$ cat src/rtl/xcrc_pkg.sv
`timescale 1ns / 1ps
`default_nettype none

package xcrc_pkg;

  // Control characters of the protocol
  localparam logic [7:0] ChSoh = 8'h01;
  localparam logic [7:0] ChStx = 8'h02;
  localparam logic [7:0] ChEot = 8'h04;
  localparam logic [7:0] ChAck = 8'h06;
  localparam logic [7:0] ChNak = 8'h15;
  localparam logic [7:0] ChCan = 8'h18;
  localparam logic [7:0] ChReq = 8'h43;

  localparam logic [10:0] ShortLen = 11'd128;
  localparam logic [10:0] LongLen  = 11'd1024;
  localparam logic [15:0] CrcPoly  = 16'h1021;

  localparam logic [16:0] TimerMax = 17'h1FFFF;
  localparam logic [8:0]  RetryMax = 9'd511;
  localparam logic [8:0]  RetryForever = 9'h1FF;

  // Configuration register indexes
  localparam logic [1:0] RegRetryLimit   = 2'd0;
  localparam logic [1:0] RegStartInterval = 2'd1;
  localparam logic [1:0] RegIdleTimeout  = 2'd2;

  localparam logic [8:0]  RetryLimitRst    = 9'd10;
  localparam logic [15:0] StartIntervalRst = 16'd3000;
  localparam logic [15:0] IdleTimeoutRst   = 16'd10000;

  // Packet events and finish codes
  localparam logic [1:0] EvNone    = 2'd0;
  localparam logic [1:0] EvCommit  = 2'd1;
  localparam logic [1:0] EvDiscard = 2'd2;

  localparam logic [1:0] StOk        = 2'd0;
  localparam logic [1:0] StCancelled = 2'd1;
  localparam logic [1:0] StRetry     = 2'd2;
  localparam logic [1:0] StTimeout   = 2'd3;

  // Input selector codes
  localparam logic [1:0] ModeByte    = 2'd0;
  localparam logic [1:0] ModeTick    = 2'd1;
  localparam logic [1:0] ModeRestart = 2'd2;

  localparam int QueueDepth = 4;
  localparam int QueueAw    = $clog2(QueueDepth);

  localparam int InDataW  = 24;
  localparam int OutDataW = 88;

  typedef enum logic [1:0] {
    KIND_BYTE,
    KIND_TICK,
    KIND_RESTART,
    KIND_NONE
  } kind_e;

  typedef enum logic [2:0] {
    CLS_SOH,
    CLS_STX,
    CLS_EOT,
    CLS_CAN,
    CLS_OTHER
  } cls_e;

  // One classified item on its way from the front to the back
  typedef struct packed {
    kind_e       kind;
    cls_e        cls;
    logic [7:0]  rx_byte;
    logic [9:0]  elapsed_ms;
    logic        sink_refuses;
  } item_t;

  // CRC-16/XMODEM over one byte, MSB first
  function automatic logic [15:0] crc_byte(input logic [15:0] crc_in, input logic [7:0] b);
    logic [15:0] c;
    c = crc_in ^ {b, 8'h00};
    for (int k = 0; k < 8; k++) begin
      if (c[15]) begin
        c = {c[14:0], 1'b0} ^ CrcPoly;
      end else begin
        c = {c[14:0], 1'b0};
      end
    end
    return c;
  endfunction

endpackage

`default_nettype wire

$ cat src/rtl/xmodem_crc_receiver_unit.sv
// Path: an accepted input beat is stored in the queue, then processed and held in the result register for m_axis.
// Throughput: one item per cycle unless m_axis stalls; the back end does the CRC byte step
// and the state update for one queued item each cycle, behind a four-entry queue.
// Reset: rst_ni clears the queue, the result valid flag and the receiver state; the
// configuration registers return to retry limit 10, start interval 3000, timeout 10000.
`timescale 1ns / 1ps
`default_nettype none

module xmodem_crc_receiver_unit
  import xcrc_pkg::*;
(
  input  wire logic                 clk_i,
  input  wire logic                 rst_ni,
  input  wire logic                 cfg_we_i,
  input  wire logic [1:0]           cfg_addr_i,
  input  wire logic [15:0]          cfg_wdata_i,
  input  wire logic                 s_axis_tvalid_i,
  output logic                      s_axis_tready_o,
  // [7:0] rx_byte, [17:8] elapsed_ms, [18] sink_refuses, [23:19] zero
  input  wire logic [InDataW-1:0]   s_axis_tdata_i,
  // [1:0] mode
  input  wire logic [1:0]           s_axis_tuser_i,
  output logic                      m_axis_tvalid_o,
  input  wire logic                 m_axis_tready_i,
  // [0] data_valid, [8:1] data_byte, [40:9] data_offset, [42:41] packet_event,
  // [43] reply_valid, [51:44] reply_byte, [52] finish_valid, [54:53] finish_status,
  // [86:55] transferred_bytes, [87] zero
  output logic [OutDataW-1:0]       m_axis_tdata_o
);

  logic  head_valid;
  item_t head;
  logic  pop;

  xcrc_front u_front (
    .clk_i           (clk_i),
    .rst_ni          (rst_ni),
    .s_axis_tvalid_i (s_axis_tvalid_i),
    .s_axis_tready_o (s_axis_tready_o),
    .s_axis_tdata_i  (s_axis_tdata_i),
    .s_axis_tuser_i  (s_axis_tuser_i),
    .head_valid_o    (head_valid),
    .head_o          (head),
    .pop_i           (pop)
  );

  xcrc_back u_back (
    .clk_i           (clk_i),
    .rst_ni          (rst_ni),
    .cfg_we_i        (cfg_we_i),
    .cfg_addr_i      (cfg_addr_i),
    .cfg_wdata_i     (cfg_wdata_i),
    .head_valid_i    (head_valid),
    .head_i          (head),
    .pop_o           (pop),
    .m_axis_tvalid_o (m_axis_tvalid_o),
    .m_axis_tready_i (m_axis_tready_i),
    .m_axis_tdata_o  (m_axis_tdata_o)
  );

endmodule

`default_nettype wire

$ cat src/rtl/xcrc_front.sv
`timescale 1ns / 1ps
`default_nettype none

module xcrc_front
  import xcrc_pkg::*;
(
  input  wire logic                 clk_i,
  input  wire logic                 rst_ni,
  input  wire logic                 s_axis_tvalid_i,
  output logic                      s_axis_tready_o,
  input  wire logic [InDataW-1:0]   s_axis_tdata_i,
  input  wire logic [1:0]           s_axis_tuser_i,
  output logic                      head_valid_o,
  output item_t                     head_o,
  input  wire logic                 pop_i
);

  item_t               mem_q [QueueDepth];
  logic [QueueAw-1:0]  wr_ptr_q, wr_ptr_d;
  logic [QueueAw-1:0]  rd_ptr_q, rd_ptr_d;
  logic [QueueAw:0]    cnt_q, cnt_d;
  logic                push;
  logic                pop;
  item_t               item;

  // Classify the incoming beat
  always_comb begin
    item.rx_byte      = s_axis_tdata_i[7:0];
    item.elapsed_ms   = s_axis_tdata_i[17:8];
    item.sink_refuses = s_axis_tdata_i[18];
    unique case (s_axis_tuser_i)
      ModeByte:    item.kind = KIND_BYTE;
      ModeTick:    item.kind = KIND_TICK;
      ModeRestart: item.kind = KIND_RESTART;
      default:     item.kind = KIND_NONE;
    endcase
    unique case (s_axis_tdata_i[7:0])
      ChSoh:   item.cls = CLS_SOH;
      ChStx:   item.cls = CLS_STX;
      ChEot:   item.cls = CLS_EOT;
      ChCan:   item.cls = CLS_CAN;
      default: item.cls = CLS_OTHER;
    endcase
  end

  assign s_axis_tready_o = (cnt_q != (QueueAw+1)'(QueueDepth));
  assign push            = s_axis_tvalid_i && s_axis_tready_o;
  assign pop             = pop_i && (cnt_q != '0);
  assign head_valid_o    = (cnt_q != '0);
  assign head_o          = mem_q[rd_ptr_q];

  // Advance pointers and fill count
  always_comb begin
    wr_ptr_d = push ? wr_ptr_q + 1'b1 : wr_ptr_q;
    rd_ptr_d = pop ? rd_ptr_q + 1'b1 : rd_ptr_q;
    cnt_d    = cnt_q;
    if (push && !pop) begin
      cnt_d = cnt_q + 1'b1;
    end else if (!push && pop) begin
      cnt_d = cnt_q - 1'b1;
    end
  end

  always_ff @(posedge clk_i or negedge rst_ni) begin
    if (!rst_ni) begin
      wr_ptr_q <= '0;
      rd_ptr_q <= '0;
      cnt_q    <= '0;
    end else begin
      wr_ptr_q <= wr_ptr_d;
      rd_ptr_q <= rd_ptr_d;
      cnt_q    <= cnt_d;
    end
  end

  // Store the classified beat
  always_ff @(posedge clk_i) begin
    if (push) begin
      mem_q[wr_ptr_q] <= item;
    end
  end

  a_cnt_bound: assert property (@(posedge clk_i) disable iff (!rst_ni)
    cnt_q <= (QueueAw+1)'(QueueDepth))
    else $error("queue fill count beyond depth");

  a_pop_nonempty: assert property (@(posedge clk_i) disable iff (!rst_ni)
    pop_i |-> cnt_q != '0)
    else $error("back pops an empty queue");

endmodule

`default_nettype wire

$ cat src/rtl/xcrc_back.sv
`timescale 1ns / 1ps
`default_nettype none

module xcrc_back
  import xcrc_pkg::*;
(
  input  wire logic                 clk_i,
  input  wire logic                 rst_ni,
  input  wire logic                 cfg_we_i,
  input  wire logic [1:0]           cfg_addr_i,
  input  wire logic [15:0]          cfg_wdata_i,
  input  wire logic                 head_valid_i,
  input  item_t                     head_i,
  output logic                      pop_o,
  output logic                      m_axis_tvalid_o,
  input  wire logic                 m_axis_tready_i,
  output logic [OutDataW-1:0]       m_axis_tdata_o
);

  localparam logic [2:0] PhWaitStart  = 3'd0;
  localparam logic [2:0] PhWaitPacket = 3'd1;
  localparam logic [2:0] PhInPacket   = 3'd2;
  localparam logic [2:0] PhFinished   = 3'd3;
  localparam logic [2:0] PhError      = 3'd4;

  logic [8:0]  limit_q;
  logic [15:0] interval_q;
  logic [15:0] timeout_q;

  logic [2:0]  phase_q, phase_d;
  logic [7:0]  exp_seq_q, exp_seq_d;
  logic [31:0] offset_q, offset_d;
  logic [10:0] cnt_q, cnt_d;
  logic        long_q, long_d;
  logic [7:0]  seq_q, seq_d;
  logic [7:0]  seq_n_q, seq_n_d;
  logic [15:0] crc_q, crc_d;
  logic [15:0] crc_rx_q, crc_rx_d;
  logic [8:0]  retry_q, retry_d;
  logic [16:0] st_tmr_q, st_tmr_d;
  logic [16:0] idle_tmr_q, idle_tmr_d;

  logic        out_valid_q;
  logic [OutDataW-1:0] out_data_q;

  logic        r_dv, r_rv, r_fv;
  logic [7:0]  r_db, r_rb;
  logic [31:0] r_doff;
  logic [1:0]  r_ev, r_fs;

  logic [10:0] len;
  logic [15:0] crc_rx_full;
  logic [8:0]  retry_inc;
  logic [17:0] st_sum, idle_sum;
  logic [16:0] st_sat, idle_sat;
  logic        good, seq_cur, stop;

  assign pop_o = head_valid_i && (!out_valid_q || m_axis_tready_i);

  assign len         = long_q ? LongLen : ShortLen;
  assign crc_rx_full = {crc_rx_q[15:8], head_i.rx_byte};
  assign retry_inc   = (retry_q != RetryMax) ? retry_q + 9'd1 : retry_q;
  assign st_sum      = {1'b0, st_tmr_q} + {8'd0, head_i.elapsed_ms};
  assign idle_sum    = {1'b0, idle_tmr_q} + {8'd0, head_i.elapsed_ms};
  assign st_sat      = st_sum[17] ? TimerMax : st_sum[16:0];
  assign idle_sat    = idle_sum[17] ? TimerMax : idle_sum[16:0];
  assign seq_cur     = (seq_q == exp_seq_q);
  assign good        = (seq_q == ~seq_n_q) && (crc_q == crc_rx_full) &&
                       (seq_cur || (seq_q == exp_seq_q - 8'd1));

  // Hold configuration registers
  always_ff @(posedge clk_i or negedge rst_ni) begin
    if (!rst_ni) begin
      limit_q    <= RetryLimitRst;
      interval_q <= StartIntervalRst;
      timeout_q  <= IdleTimeoutRst;
    end else if (cfg_we_i) begin
      unique case (cfg_addr_i)
        RegRetryLimit:    limit_q    <= cfg_wdata_i[8:0];
        RegStartInterval: interval_q <= cfg_wdata_i;
        RegIdleTimeout:   timeout_q  <= cfg_wdata_i;
        default:          ;
      endcase
    end
  end

  // Process the head item
  always_comb begin
    phase_d    = phase_q;
    exp_seq_d  = exp_seq_q;
    offset_d   = offset_q;
    cnt_d      = cnt_q;
    long_d     = long_q;
    seq_d      = seq_q;
    seq_n_d    = seq_n_q;
    crc_d      = crc_q;
    crc_rx_d   = crc_rx_q;
    retry_d    = retry_q;
    st_tmr_d   = st_tmr_q;
    idle_tmr_d = idle_tmr_q;
    stop       = 1'b0;
    r_dv   = 1'b0;
    r_db   = 8'd0;
    r_doff = 32'd0;
    r_ev   = EvNone;
    r_rv   = 1'b0;
    r_rb   = 8'd0;
    r_fv   = 1'b0;
    r_fs   = StOk;
    if (pop_o) begin
      case (head_i.kind)
        KIND_BYTE: begin
          idle_tmr_d = '0;
          if (phase_q == PhWaitStart || phase_q == PhWaitPacket) begin
            case (head_i.cls)
              CLS_SOH, CLS_STX: begin
                long_d  = (head_i.cls == CLS_STX);
                cnt_d   = 11'd1;
                crc_d   = '0;
                phase_d = PhInPacket;
              end
              CLS_EOT: begin
                r_rv    = 1'b1;
                r_rb    = ChAck;
                phase_d = PhFinished;
                r_fv    = 1'b1;
                r_fs    = StOk;
              end
              CLS_CAN: begin
                phase_d = PhError;
                r_fv    = 1'b1;
                r_fs    = StCancelled;
              end
              default: ;
            endcase
          end else if (phase_q == PhInPacket) begin
            cnt_d = cnt_q + 11'd1;
            if (cnt_q <= 11'd1) begin
              seq_d = head_i.rx_byte;
            end else if (cnt_q == 11'd2) begin
              seq_n_d = head_i.rx_byte;
            end else if (cnt_q < len + 11'd3) begin
              crc_d  = crc_byte(crc_q, head_i.rx_byte);
              r_dv   = 1'b1;
              r_db   = head_i.rx_byte;
              r_doff = offset_q + {21'd0, cnt_q - 11'd3};
            end else if (cnt_q == len + 11'd3) begin
              crc_rx_d = {head_i.rx_byte, 8'h00};
            end else begin
              // Close the packet and answer
              cnt_d    = cnt_q;
              crc_rx_d = crc_rx_full;
              r_ev     = EvDiscard;
              r_rv     = 1'b1;
              phase_d  = PhWaitPacket;
              if (good) begin
                if (seq_cur && !head_i.sink_refuses) begin
                  offset_d  = offset_q + {21'd0, len};
                  exp_seq_d = exp_seq_q + 8'd1;
                  retry_d   = '0;
                  r_rb      = ChAck;
                  r_ev      = EvCommit;
                end else if (seq_cur) begin
                  r_rb = ChNak;
                end else begin
                  r_rb = ChAck;
                end
              end else begin
                retry_d = retry_inc;
                if (limit_q != RetryForever &&
                    (limit_q[8] || retry_inc > {1'b0, limit_q[7:0]})) begin
                  r_rb    = ChCan;
                  phase_d = PhError;
                  r_fv    = 1'b1;
                  r_fs    = StRetry;
                end else begin
                  r_rb = ChNak;
                end
              end
            end
          end
        end
        KIND_TICK: begin
          st_tmr_d   = st_sat;
          idle_tmr_d = idle_sat;
          if (phase_q == PhWaitStart && st_sat >= {1'b0, interval_q}) begin
            if (limit_q == RetryForever ||
                (!limit_q[8] && retry_q < {1'b0, limit_q[7:0]})) begin
              r_rv     = 1'b1;
              r_rb     = ChReq;
              retry_d  = retry_inc;
              st_tmr_d = '0;
            end else begin
              phase_d = PhError;
              r_fv    = 1'b1;
              r_fs    = StRetry;
              stop    = 1'b1;
            end
          end
          if (!stop && phase_q <= PhInPacket && idle_sat > {1'b0, timeout_q}) begin
            phase_d = PhError;
            r_fv    = 1'b1;
            r_fs    = StTimeout;
          end
        end
        KIND_RESTART: begin
          phase_d    = PhWaitStart;
          exp_seq_d  = 8'd1;
          offset_d   = '0;
          cnt_d      = '0;
          long_d     = 1'b0;
          seq_d      = '0;
          seq_n_d    = '0;
          crc_d      = '0;
          crc_rx_d   = '0;
          retry_d    = '0;
          st_tmr_d   = {1'b0, interval_q};
          idle_tmr_d = '0;
        end
        default: ;
      endcase
    end
  end

  // Advance receiver state
  always_ff @(posedge clk_i or negedge rst_ni) begin
    if (!rst_ni) begin
      phase_q    <= PhWaitStart;
      exp_seq_q  <= 8'd1;
      offset_q   <= '0;
      cnt_q      <= '0;
      long_q     <= 1'b0;
      seq_q      <= '0;
      seq_n_q    <= '0;
      crc_q      <= '0;
      crc_rx_q   <= '0;
      retry_q    <= '0;
      st_tmr_q   <= {1'b0, StartIntervalRst};
      idle_tmr_q <= '0;
    end else begin
      phase_q    <= phase_d;
      exp_seq_q  <= exp_seq_d;
      offset_q   <= offset_d;
      cnt_q      <= cnt_d;
      long_q     <= long_d;
      seq_q      <= seq_d;
      seq_n_q    <= seq_n_d;
      crc_q      <= crc_d;
      crc_rx_q   <= crc_rx_d;
      retry_q    <= retry_d;
      st_tmr_q   <= st_tmr_d;
      idle_tmr_q <= idle_tmr_d;
    end
  end

  // Hold the result beat until taken
  always_ff @(posedge clk_i or negedge rst_ni) begin
    if (!rst_ni) begin
      out_valid_q <= 1'b0;
    end else if (pop_o) begin
      out_valid_q <= 1'b1;
    end else if (m_axis_tready_i) begin
      out_valid_q <= 1'b0;
    end
  end

  always_ff @(posedge clk_i) begin
    if (pop_o) begin
      out_data_q <= {1'b0, offset_d, r_fs, r_fv, r_rb, r_rv, r_ev, r_doff, r_db, r_dv};
    end
  end

  assign m_axis_tvalid_o = out_valid_q;
  assign m_axis_tdata_o  = out_data_q;

  a_pop_fills: assert property (@(posedge clk_i) disable iff (!rst_ni)
    pop_o |=> out_valid_q)
    else $error("processed item left no result beat");

  a_commit_clears_retry: assert property (@(posedge clk_i) disable iff (!rst_ni)
    (pop_o && r_ev == EvCommit) |=> retry_q == '0)
    else $error("commit did not clear retry count");

  a_pkt_count: assert property (@(posedge clk_i) disable iff (!rst_ni)
    phase_q == PhInPacket |-> (cnt_q != '0 && cnt_q <= LongLen + 11'd4))
    else $error("packet byte count out of range");

endmodule

`default_nettype wire

$ cat config.mk
export PLATFORM = sky130hd
export DESIGN_NAME = xmodem_crc_receiver_unit
export DESIGN_NICKNAME = d
export VERILOG_FILES = /design/src/rtl/xcrc_pkg.sv /design/src/rtl/xmodem_crc_receiver_unit.sv /design/src/rtl/xcrc_front.sv /design/src/rtl/xcrc_back.sv
export SDC_FILE = /design/constraint.sdc
export NUM_CORES = 1
export LEC_CHECK = 0
export BUFFER_PORTS_ARGS = -buffer_cell sky130_fd_sc_hd__buf_2
export CAP_MARGIN = 10
export CORE_UTILIZATION = 52
export DETAILED_ROUTE_END_ITERATION = 8
export GPL_ROUTABILITY_DRIVEN = 0
export PLACE_DENSITY = 0.79
export SYNTH_ARGS = -nofsm -noshare
export SYNTH_HDL_FRONTEND = slang
export SYNTH_SLANG_ARGS = --single-unit
$ cat constraint.sdc
create_clock -name clk_i -period 10.2 [get_ports clk_i]
set_input_delay 1.02 -clock clk_i [delete_from_list [all_inputs] [get_ports clk_i]]
set_output_delay 1.02 -clock clk_i [all_outputs]
set_load 0.01 [all_outputs]
# == Yosys cells after proc, flatten, opt, wreduce, memory -nomap -nowiden ==
# Memory sizes are Yosys's and may differ from the RTL's.
# Cells that the tools add are included.
# word_totals
register_bits,274
ram_bits,96
input_bits,49
output_inout_bits,90
elab_cells,374
mem_count,1
# op_classes
n_addsub,14
n_lt_le_gt_ge,7
n_eq_ne,52
mux,205
bitwise,14
n_reduce_logical,57
# mem_list
name,depth,word_bits,read_ports,rd_ports_with_merged_regs,wr,line_no,rtl
u_front.mem_q,4,24,1,0,1,xcrc_front.sv:18,item_t mem_q [QueueDepth];
# op_table
op,n
16-bit 2-to-1 mux,61
32-bit 2-to-1 mux,9
8-bit 2-to-1 mux,24
13-bit 2-to-1 mux,8
9-bit 2-to-1 mux,11
11-bit 2-to-1 mux,8
17-bit 2-to-1 mux,4
17-bit case mux with 2 select lines,2
32-bit by 11-bit adder with 32-bit output,2
16-bit case mux with 2 select lines,2
32-bit case mux with 2 select lines,1
8-bit case mux with 2 select lines,4
3-bit 2-to-1 mux,14
17-bit by 10-bit adder with 18-bit output,2
1-bit 2-to-1 mux,31
9-bit case mux with 3 select lines,1
2-bit 2-to-1 mux,13
8-bit == test,3
3-bit inverter,8
11-bit case mux with 2 select lines,1
10-bit AND reduction,2
2-bit by 1-bit != test with 1-bit output (second input constant),9
9-bit != test (second input constant),2
3-bit case mux with 3 select lines,2
other kinds (63),125

# == Logic depth before layout (Yosys ltp) ==
# An unclocked memory read counts as a cell.
# depth
word_depth,73
depth_mapped,24
ltp_nobuf,20

# == Cells and area by module ==
# A second synthesis with hierarchy kept.
# hier_totals
cells_unflattened,1779
area_unflattened_um2,19877.8
# modules_own_cells
module,instances,cells_per_inst,area_per_inst_um2
xcrc_back,1,1600,15840.2
xcrc_front,1,179,4037.6

# == Least setup slack after synthesis ==
# OpenSTA, ideal clock, no wires.
# synth_timing
path_kind,register to register
startpoint,register u_front.rd_ptr_q[1]
endpoint,register u_back.phase_q[1]
setup_time_ns,0.125
t_arrival_ns,5.999
slack_ns,4.077
stages_incl_launch_ff,25
synth_period_minus_slack_ns,6.123
path_cell_list,dfrtp_1 clkbuf_1 buf_1 clkbuf_1 buf_1 mux4_2 ha_1 inv_1 fa_1 nor2b_1 o31ai_1 nand2b_1 a21o_1 a31oi_1 xor2_1 nand2_1 ha_1 a21oi_1 o21ai_0 a2111oi_0 a211oi_1 o31ai_1 nand3_1 o311ai_1 mux2_2
# synth_via
elab_chain_len,13
# synth_lines
item,line_no,rtl
from (decl),xcrc_front.sv:20,"logic [QueueAw-1:0] rd_ptr_q, rd_ptr_d;"
from (signal assigned),xcrc_front.sv:71,rd_ptr_q <= rd_ptr_d;
memory read 4 x 24 bit *,n/a,
17-bit by 10-bit adder with 18-bit output,xcrc_back.sv:63,"assign st_sum = {1'b0, st_tmr_q} + {8'd0, head_i.elapsed_ms};"
17-bit 2-to-1 mux,xcrc_back.sv:65,assign st_sat = st_sum[17] ? TimerMax : st_sum[16:0];
17-bit by 16-bit >= comparator with 1-bit output,xcrc_back.sv:186,"if (phase_q == PhWaitStart && st_sat >= {1'b0, interval_q}) begin"
1-bit logical AND,xcrc_back.sv:186,
1-bit 2-to-1 mux,xcrc_back.sv:186,
1-bit 2-to-1 mux,xcrc_back.sv:111,case (head_i.kind)
1-bit 2-to-1 mux,xcrc_back.sv:110,if (pop_o) begin
1-bit logical NOT,xcrc_back.sv:200,"if (!stop && phase_q <= PhInPacket && idle_sat > {1'b0, timeout_q}) begin"
1-bit logical AND (2 in a row),xcrc_back.sv:200,
3-bit by 1-bit != test with 1-bit output (no source line) (tied with other cells),n/a,
10-bit AND reduction (no source line) or 3-bit case mux with 3 select lines (tied branches),n/a,
to (signal assigned),xcrc_back.sv:228,phase_q <= PhWaitStart;
to (signal assigned),xcrc_back.sv:241,phase_q <= phase_d;
to (decl),xcrc_back.sv:30,"logic [2:0] phase_q, phase_d;"
# Mark *: on every way between the ends. The rest lies on a longest branch, timed or not. The select of a mux whose other input is x is not followed.
# A chain may end at the register's enable or synchronous reset.

# == Final worst setup path ==
# layout_timing
startpoint,register u_front.rd_ptr_q[0]
endpoint,register u_back.phase_q[2]
# The elaborated chain is that of the path after synthesis.

==> impl_metrics.ini <==
[floorplan]
die_area_um2 = 38770
io-pin-count = 139
fp.dieH_um = 196.9
die-width_um = 196.9
floorplan.core_area_um2 = 37490
floorplan.initialDensity_pct = 52.69
num_rows = 71

[routing]
drc = 0
via_count = 14696
drt_pre_antenna_iters = 5
drtAntennaViolNets = 0
post_drt_via_cell_ratio = 5.984
dr.first_iter.drc_count = 1558
wirelength_um = 45240
wl_per_cell_um = 18.42

[clocking]
cts_resized = 0
clk_pin_slew_worst_paths_ns = 0.06
cts_tree = done
ctsRootBufferMaster = sky130_fd_sc_hd__clkbuf_16
ctsLongestPathBuffers = 3
clock_sinks = 368
cts_setup_buffers = 0
cts-hold-fix-buffers = 0
ctsHtreeMaxLevel = 2
cts_inserted_buffers = 39
clock_insertion_delay_worst_skew_ns = 0.56

[sta]
post-route-period-util_pct = 64.74
finalCriticalPeriod_ns = 6.604
final_critical_path_setup_slack_ns = 3.596
slew_viol_final = 0
fmax_ghz = 0.1514
totalNegativeSetupSlack_ns = 0
final-hold-violation-count = 0
max-slew-margin-rel_pct = 22.32
tightest_slew_ns = 1.157
report.final.setup_viol = 0
grt_setup_unrepaired = no
final.setup_skew_ns = 0.01775

[final_layout]
finish.utilization_pct = 59.43
area.growth.synth_to_final_pct = 12.79
stdcell_count = 2456
finalNetCount = 2065
drive_above_1_share_pct = 17.75
final_design_area_no_fill_um2 = 22280

[synthesis]
synth.top_cells.by_area = sky130_fd_sc_hd__edfxtp_1 (28%), sky130_fd_sc_hd__dfrtp_1 (21%), sky130_fd_sc_hd__ha_1 (6.2%), sky130_fd_sc_hd__mux2_2 (3.8%), sky130_fd_sc_hd__nand2_1 (3.5%)
number_of_enable_type_register_cells_in_the_synthesized_netlist = 181
syn_inst = 1803
yosysSeqAreaShare_pct = 51.35
synth.yosys.warnings = 0
synthFlopType = sky130_fd_sc_hd__edfxtp_1
number_of_synthesized_register_bits = 368
number_of_distinct_standard_cells_referenced_by_the_synthesized_netlist = 71
mappedNetlistArea_um2 = 19750
netlist.area_leader.share_pct = 27.52
ys_async_sr_fraction_pct = 50.82
largest_area_contributor_in_the_netlist = sky130_fd_sc_hd__edfxtp_1
per_instance_average_area_after_synthesis_um2 = 10.95

[worst_setup_path]
req_time_crit_path_ns = 10.64
arrival_ns = 7.05
critPathLaunchType = register
critical_path_end_type = register
crit_type = reg2reg
worst_path_maximum_fanout = 23

[global_route]
grt_pass1_wl_um = 72400
initial_antenna_violation_count = 1
grt_max_degree = 91
groute.usage.overall_pct = 23.46
grt.met3_usage_pct = 4.997
grt-busiest-layer = met2
globalRouteMet1Util_pct = 31.49
grt-ovfl-total = 0
first_global_vias = 14058
grtUsageMet2_pct = 37.81

[placed_design]
port_buffers = 130
numPlacedInstances = 2383
post-place-ws_ns = 3.753
placed_area_um2 = 20870
place_hpwl_um = 31520

[min_path]
hold_wc_path_type = in2async

[flow_run]
maxCapViolCount = 0

[pwr]
power.combinational.fraction_pct = 47.8
net-switching-power_mw = 2.863
p_clk_share_pct = 21.5
fraction_of_power_spent_switching_nets_pct = 39.94
power_leakage_nw = 9.371
vdd_ir_drop_max_mv = 0.2132
p_int_mw = 4.306
sequentialPowerShare_pct = 30.7
power_density_nw_per_um2 = 321.8

[outcome]
run_status = finished clean
-- layout by cell type, fill, tap and decap left out, drive strengths merged, types with 13 or more instances in the layout --
master	Yosys	final
nand2	186	186
edfxtp	181	181
dfrtp	165	165
buf	12	149
nor2	135	135
o21ai	111	111
ha	98	98
a21oi	83	83
xnor2	69	69
inv	69	69
mux2	66	66
clkbuf	70	52
xor2	49	49
nand3	46	46
and3	29	29
nor3	28	28
nand4	27	27
a21o	25	25
o31ai	25	25
or4	24	24
nor2b	24	24
a31oi	24	24
mux4	24	24
o211ai	23	23
dfstp	22	22
a22o	19	19
nor4	15	15
nand2b	14	14
or3b	13	13
and2	13	13
-- stage by stage --
step	hold WS (ns)	total power [mW]
floorplan	0.4563	4.717
global placement	0.4756	5.423
detailed placement	0.4832	5.570
CTS	0.4981	7.151
global route	0.5115	7.646
finish	0.4963	7.169
-- layout make-up --
class,instances,area (um2)
diodes,1,2.502
fillers,3028,15210
multi-input cells,1286,9025
well taps,511,639.4
inverters,69,261.5
repair buffers,150,817.0
flip-flops and latches,368,10140
clock inverters,20,305.3
clock buffers,51,1084
-- registers in the layout (all words and copies together), names as in the netlist, 3 cells and up --
name / flops
u_back.exp_seq_q: 8
u_back.crc_rx_q: 8
u_back.seq_n_q: 8
u_back.limit_q: 9
u_back.retry_q: 9
u_back.timeout_q: 16
u_back.m_axis_tdata_o: 85
u_back.phase_q: 3
u_front.mem_q: 96
u_front.cnt_q: 3
u_back.st_tmr_q: 17
u_back.interval_q: 16
u_back.crc_q: 16
u_back.offset_q: 32
u_back.idle_tmr_q: 17
u_back.seq_q: 8
u_back.cnt_q: 11
-- path summary, 6_finish.rpt --
| path | from | endpoint | slack [ns] | depth (start not counted) |
|---|---|---|---|---|
| max | u_front.rd_ptr_q[0]$_DFFE_PN0P_ | u_back.phase_q[2]$_DFFE_PN0P_ | 3.60 | 19 |
| min | rst_ni | u_back.offset_q[3]$_DFF_PN0_ | 0.50 | 1 |
| max reg2reg | u_front.rd_ptr_q[0]$_DFFE_PN0P_ | u_back.phase_q[2]$_DFFE_PN0P_ | 3.60 | 19 |
| min reg2reg | u_back.crc_rx_q[11]$_DFFE_PN0P_ | u_back.crc_rx_q[11]$_DFFE_PN0P_ | 0.50 | 2 |
| max in group asynchronous | rst_ni | u_back.idle_tmr_q[12]$_DFFE_PN0P_ | 7.92 | 3 |
| min in group clk_i | u_back.crc_rx_q[11]$_DFFE_PN0P_ | u_back.crc_rx_q[11]$_DFFE_PN0P_ | 0.50 | 2 |
-- power groups by stage --
stage          logic, mW  registers, mW  clock network [mW]
3_5_place_dp        3.34           2.22                   0
5_1_grt             3.78           2.24                1.63
2_1_floorplan       2.51           2.21                   0
6_report            3.42           2.20                1.54
4_1_cts             3.38           2.20                1.57
3_3_place_gp        3.22           2.21                   0
-- per-layer routing --
| layer | share of wire [%] | vias to the layer above |
|---|---|---|
| met3 | 7.1 | 83 |
| met1 | 44 | 7218 |
| li1 | - | 6840 |
| met4 | 2.5 | 0 |
| met2 | 47 | 555 |
| met5 | 0 | - |
-- cells in the mapped netlist (11+ instances only) --
| master | count |
|---|---|
| sky130_fd_sc_hd__a21o_1 | 25 |
| sky130_fd_sc_hd__o21ai_0 | 108 |
| sky130_fd_sc_hd__nand3_1 | 46 |
| sky130_fd_sc_hd__nor3_1 | 28 |
| sky130_fd_sc_hd__a21oi_1 | 83 |
| sky130_fd_sc_hd__mux4_2 | 21 |
| sky130_fd_sc_hd__nor2_1 | 135 |
| sky130_fd_sc_hd__xnor2_1 | 69 |
| sky130_fd_sc_hd__or3b_2 | 13 |
| sky130_fd_sc_hd__nor2b_1 | 24 |
| sky130_fd_sc_hd__and3_1 | 29 |
| sky130_fd_sc_hd__edfxtp_1 | 181 |
| sky130_fd_sc_hd__nand2_1 | 186 |
| sky130_fd_sc_hd__o211ai_1 | 23 |
| sky130_fd_sc_hd__and2_1 | 12 |
| sky130_fd_sc_hd__a22o_1 | 19 |
| sky130_fd_sc_hd__ha_1 | 98 |
| sky130_fd_sc_hd__nand2b_1 | 14 |
| sky130_fd_sc_hd__clkbuf_1 | 70 |
| sky130_fd_sc_hd__mux2_2 | 66 |
| sky130_fd_sc_hd__xor2_1 | 49 |
| sky130_fd_sc_hd__a31oi_1 | 24 |
| sky130_fd_sc_hd__inv_1 | 69 |
| sky130_fd_sc_hd__nand4_1 | 27 |
| sky130_fd_sc_hd__mux2i_1 | 11 |
| sky130_fd_sc_hd__o31ai_1 | 25 |
| sky130_fd_sc_hd__dfstp_2 | 22 |
| sky130_fd_sc_hd__dfrtp_1 | 165 |
| sky130_fd_sc_hd__or4_1 | 24 |
| sky130_fd_sc_hd__nor4_1 | 14 |
-- cell families after synthesis --
kind of cell	after synthesis	share of synthesized area, %
DFF	368	51.35
muxes	101	7.114
xor gates and xnor gates	118	5.232
other	1	0.01899
adders and majority gates	102	6.613
AOI/OAI and AO/OA	376	12.11
and+or+nand+nor	586	14.54
buffers and inverters	151	3.022
-- worst max-delay path, cell delays in order, from the launching register on --
cell	delay, ns
sky130_fd_sc_hd__dfrtp_2	0.66
sky130_fd_sc_hd__buf_4	0.43
sky130_fd_sc_hd__mux4_2	0.62
sky130_fd_sc_hd__ha_1	0.36
sky130_fd_sc_hd__nor2b_1	0.18
sky130_fd_sc_hd__o31ai_1	0.52
sky130_fd_sc_hd__nand2b_1	0.11
sky130_fd_sc_hd__a21o_1	0.21
sky130_fd_sc_hd__a31oi_1	0.35
sky130_fd_sc_hd__xor2_1	0.17
sky130_fd_sc_hd__nand2_1	0.09
sky130_fd_sc_hd__ha_1	0.32
sky130_fd_sc_hd__a21oi_1	0.14
sky130_fd_sc_hd__o21ai_0	0.14
sky130_fd_sc_hd__a2111oi_0	0.49
sky130_fd_sc_hd__a211oi_1	0.14
sky130_fd_sc_hd__o31ai_1	0.30
sky130_fd_sc_hd__nand3_1	0.24
sky130_fd_sc_hd__o311ai_1	0.61
sky130_fd_sc_hd__mux2_2	0.40
No activity file was read; power rests on OpenSTA's default activity.
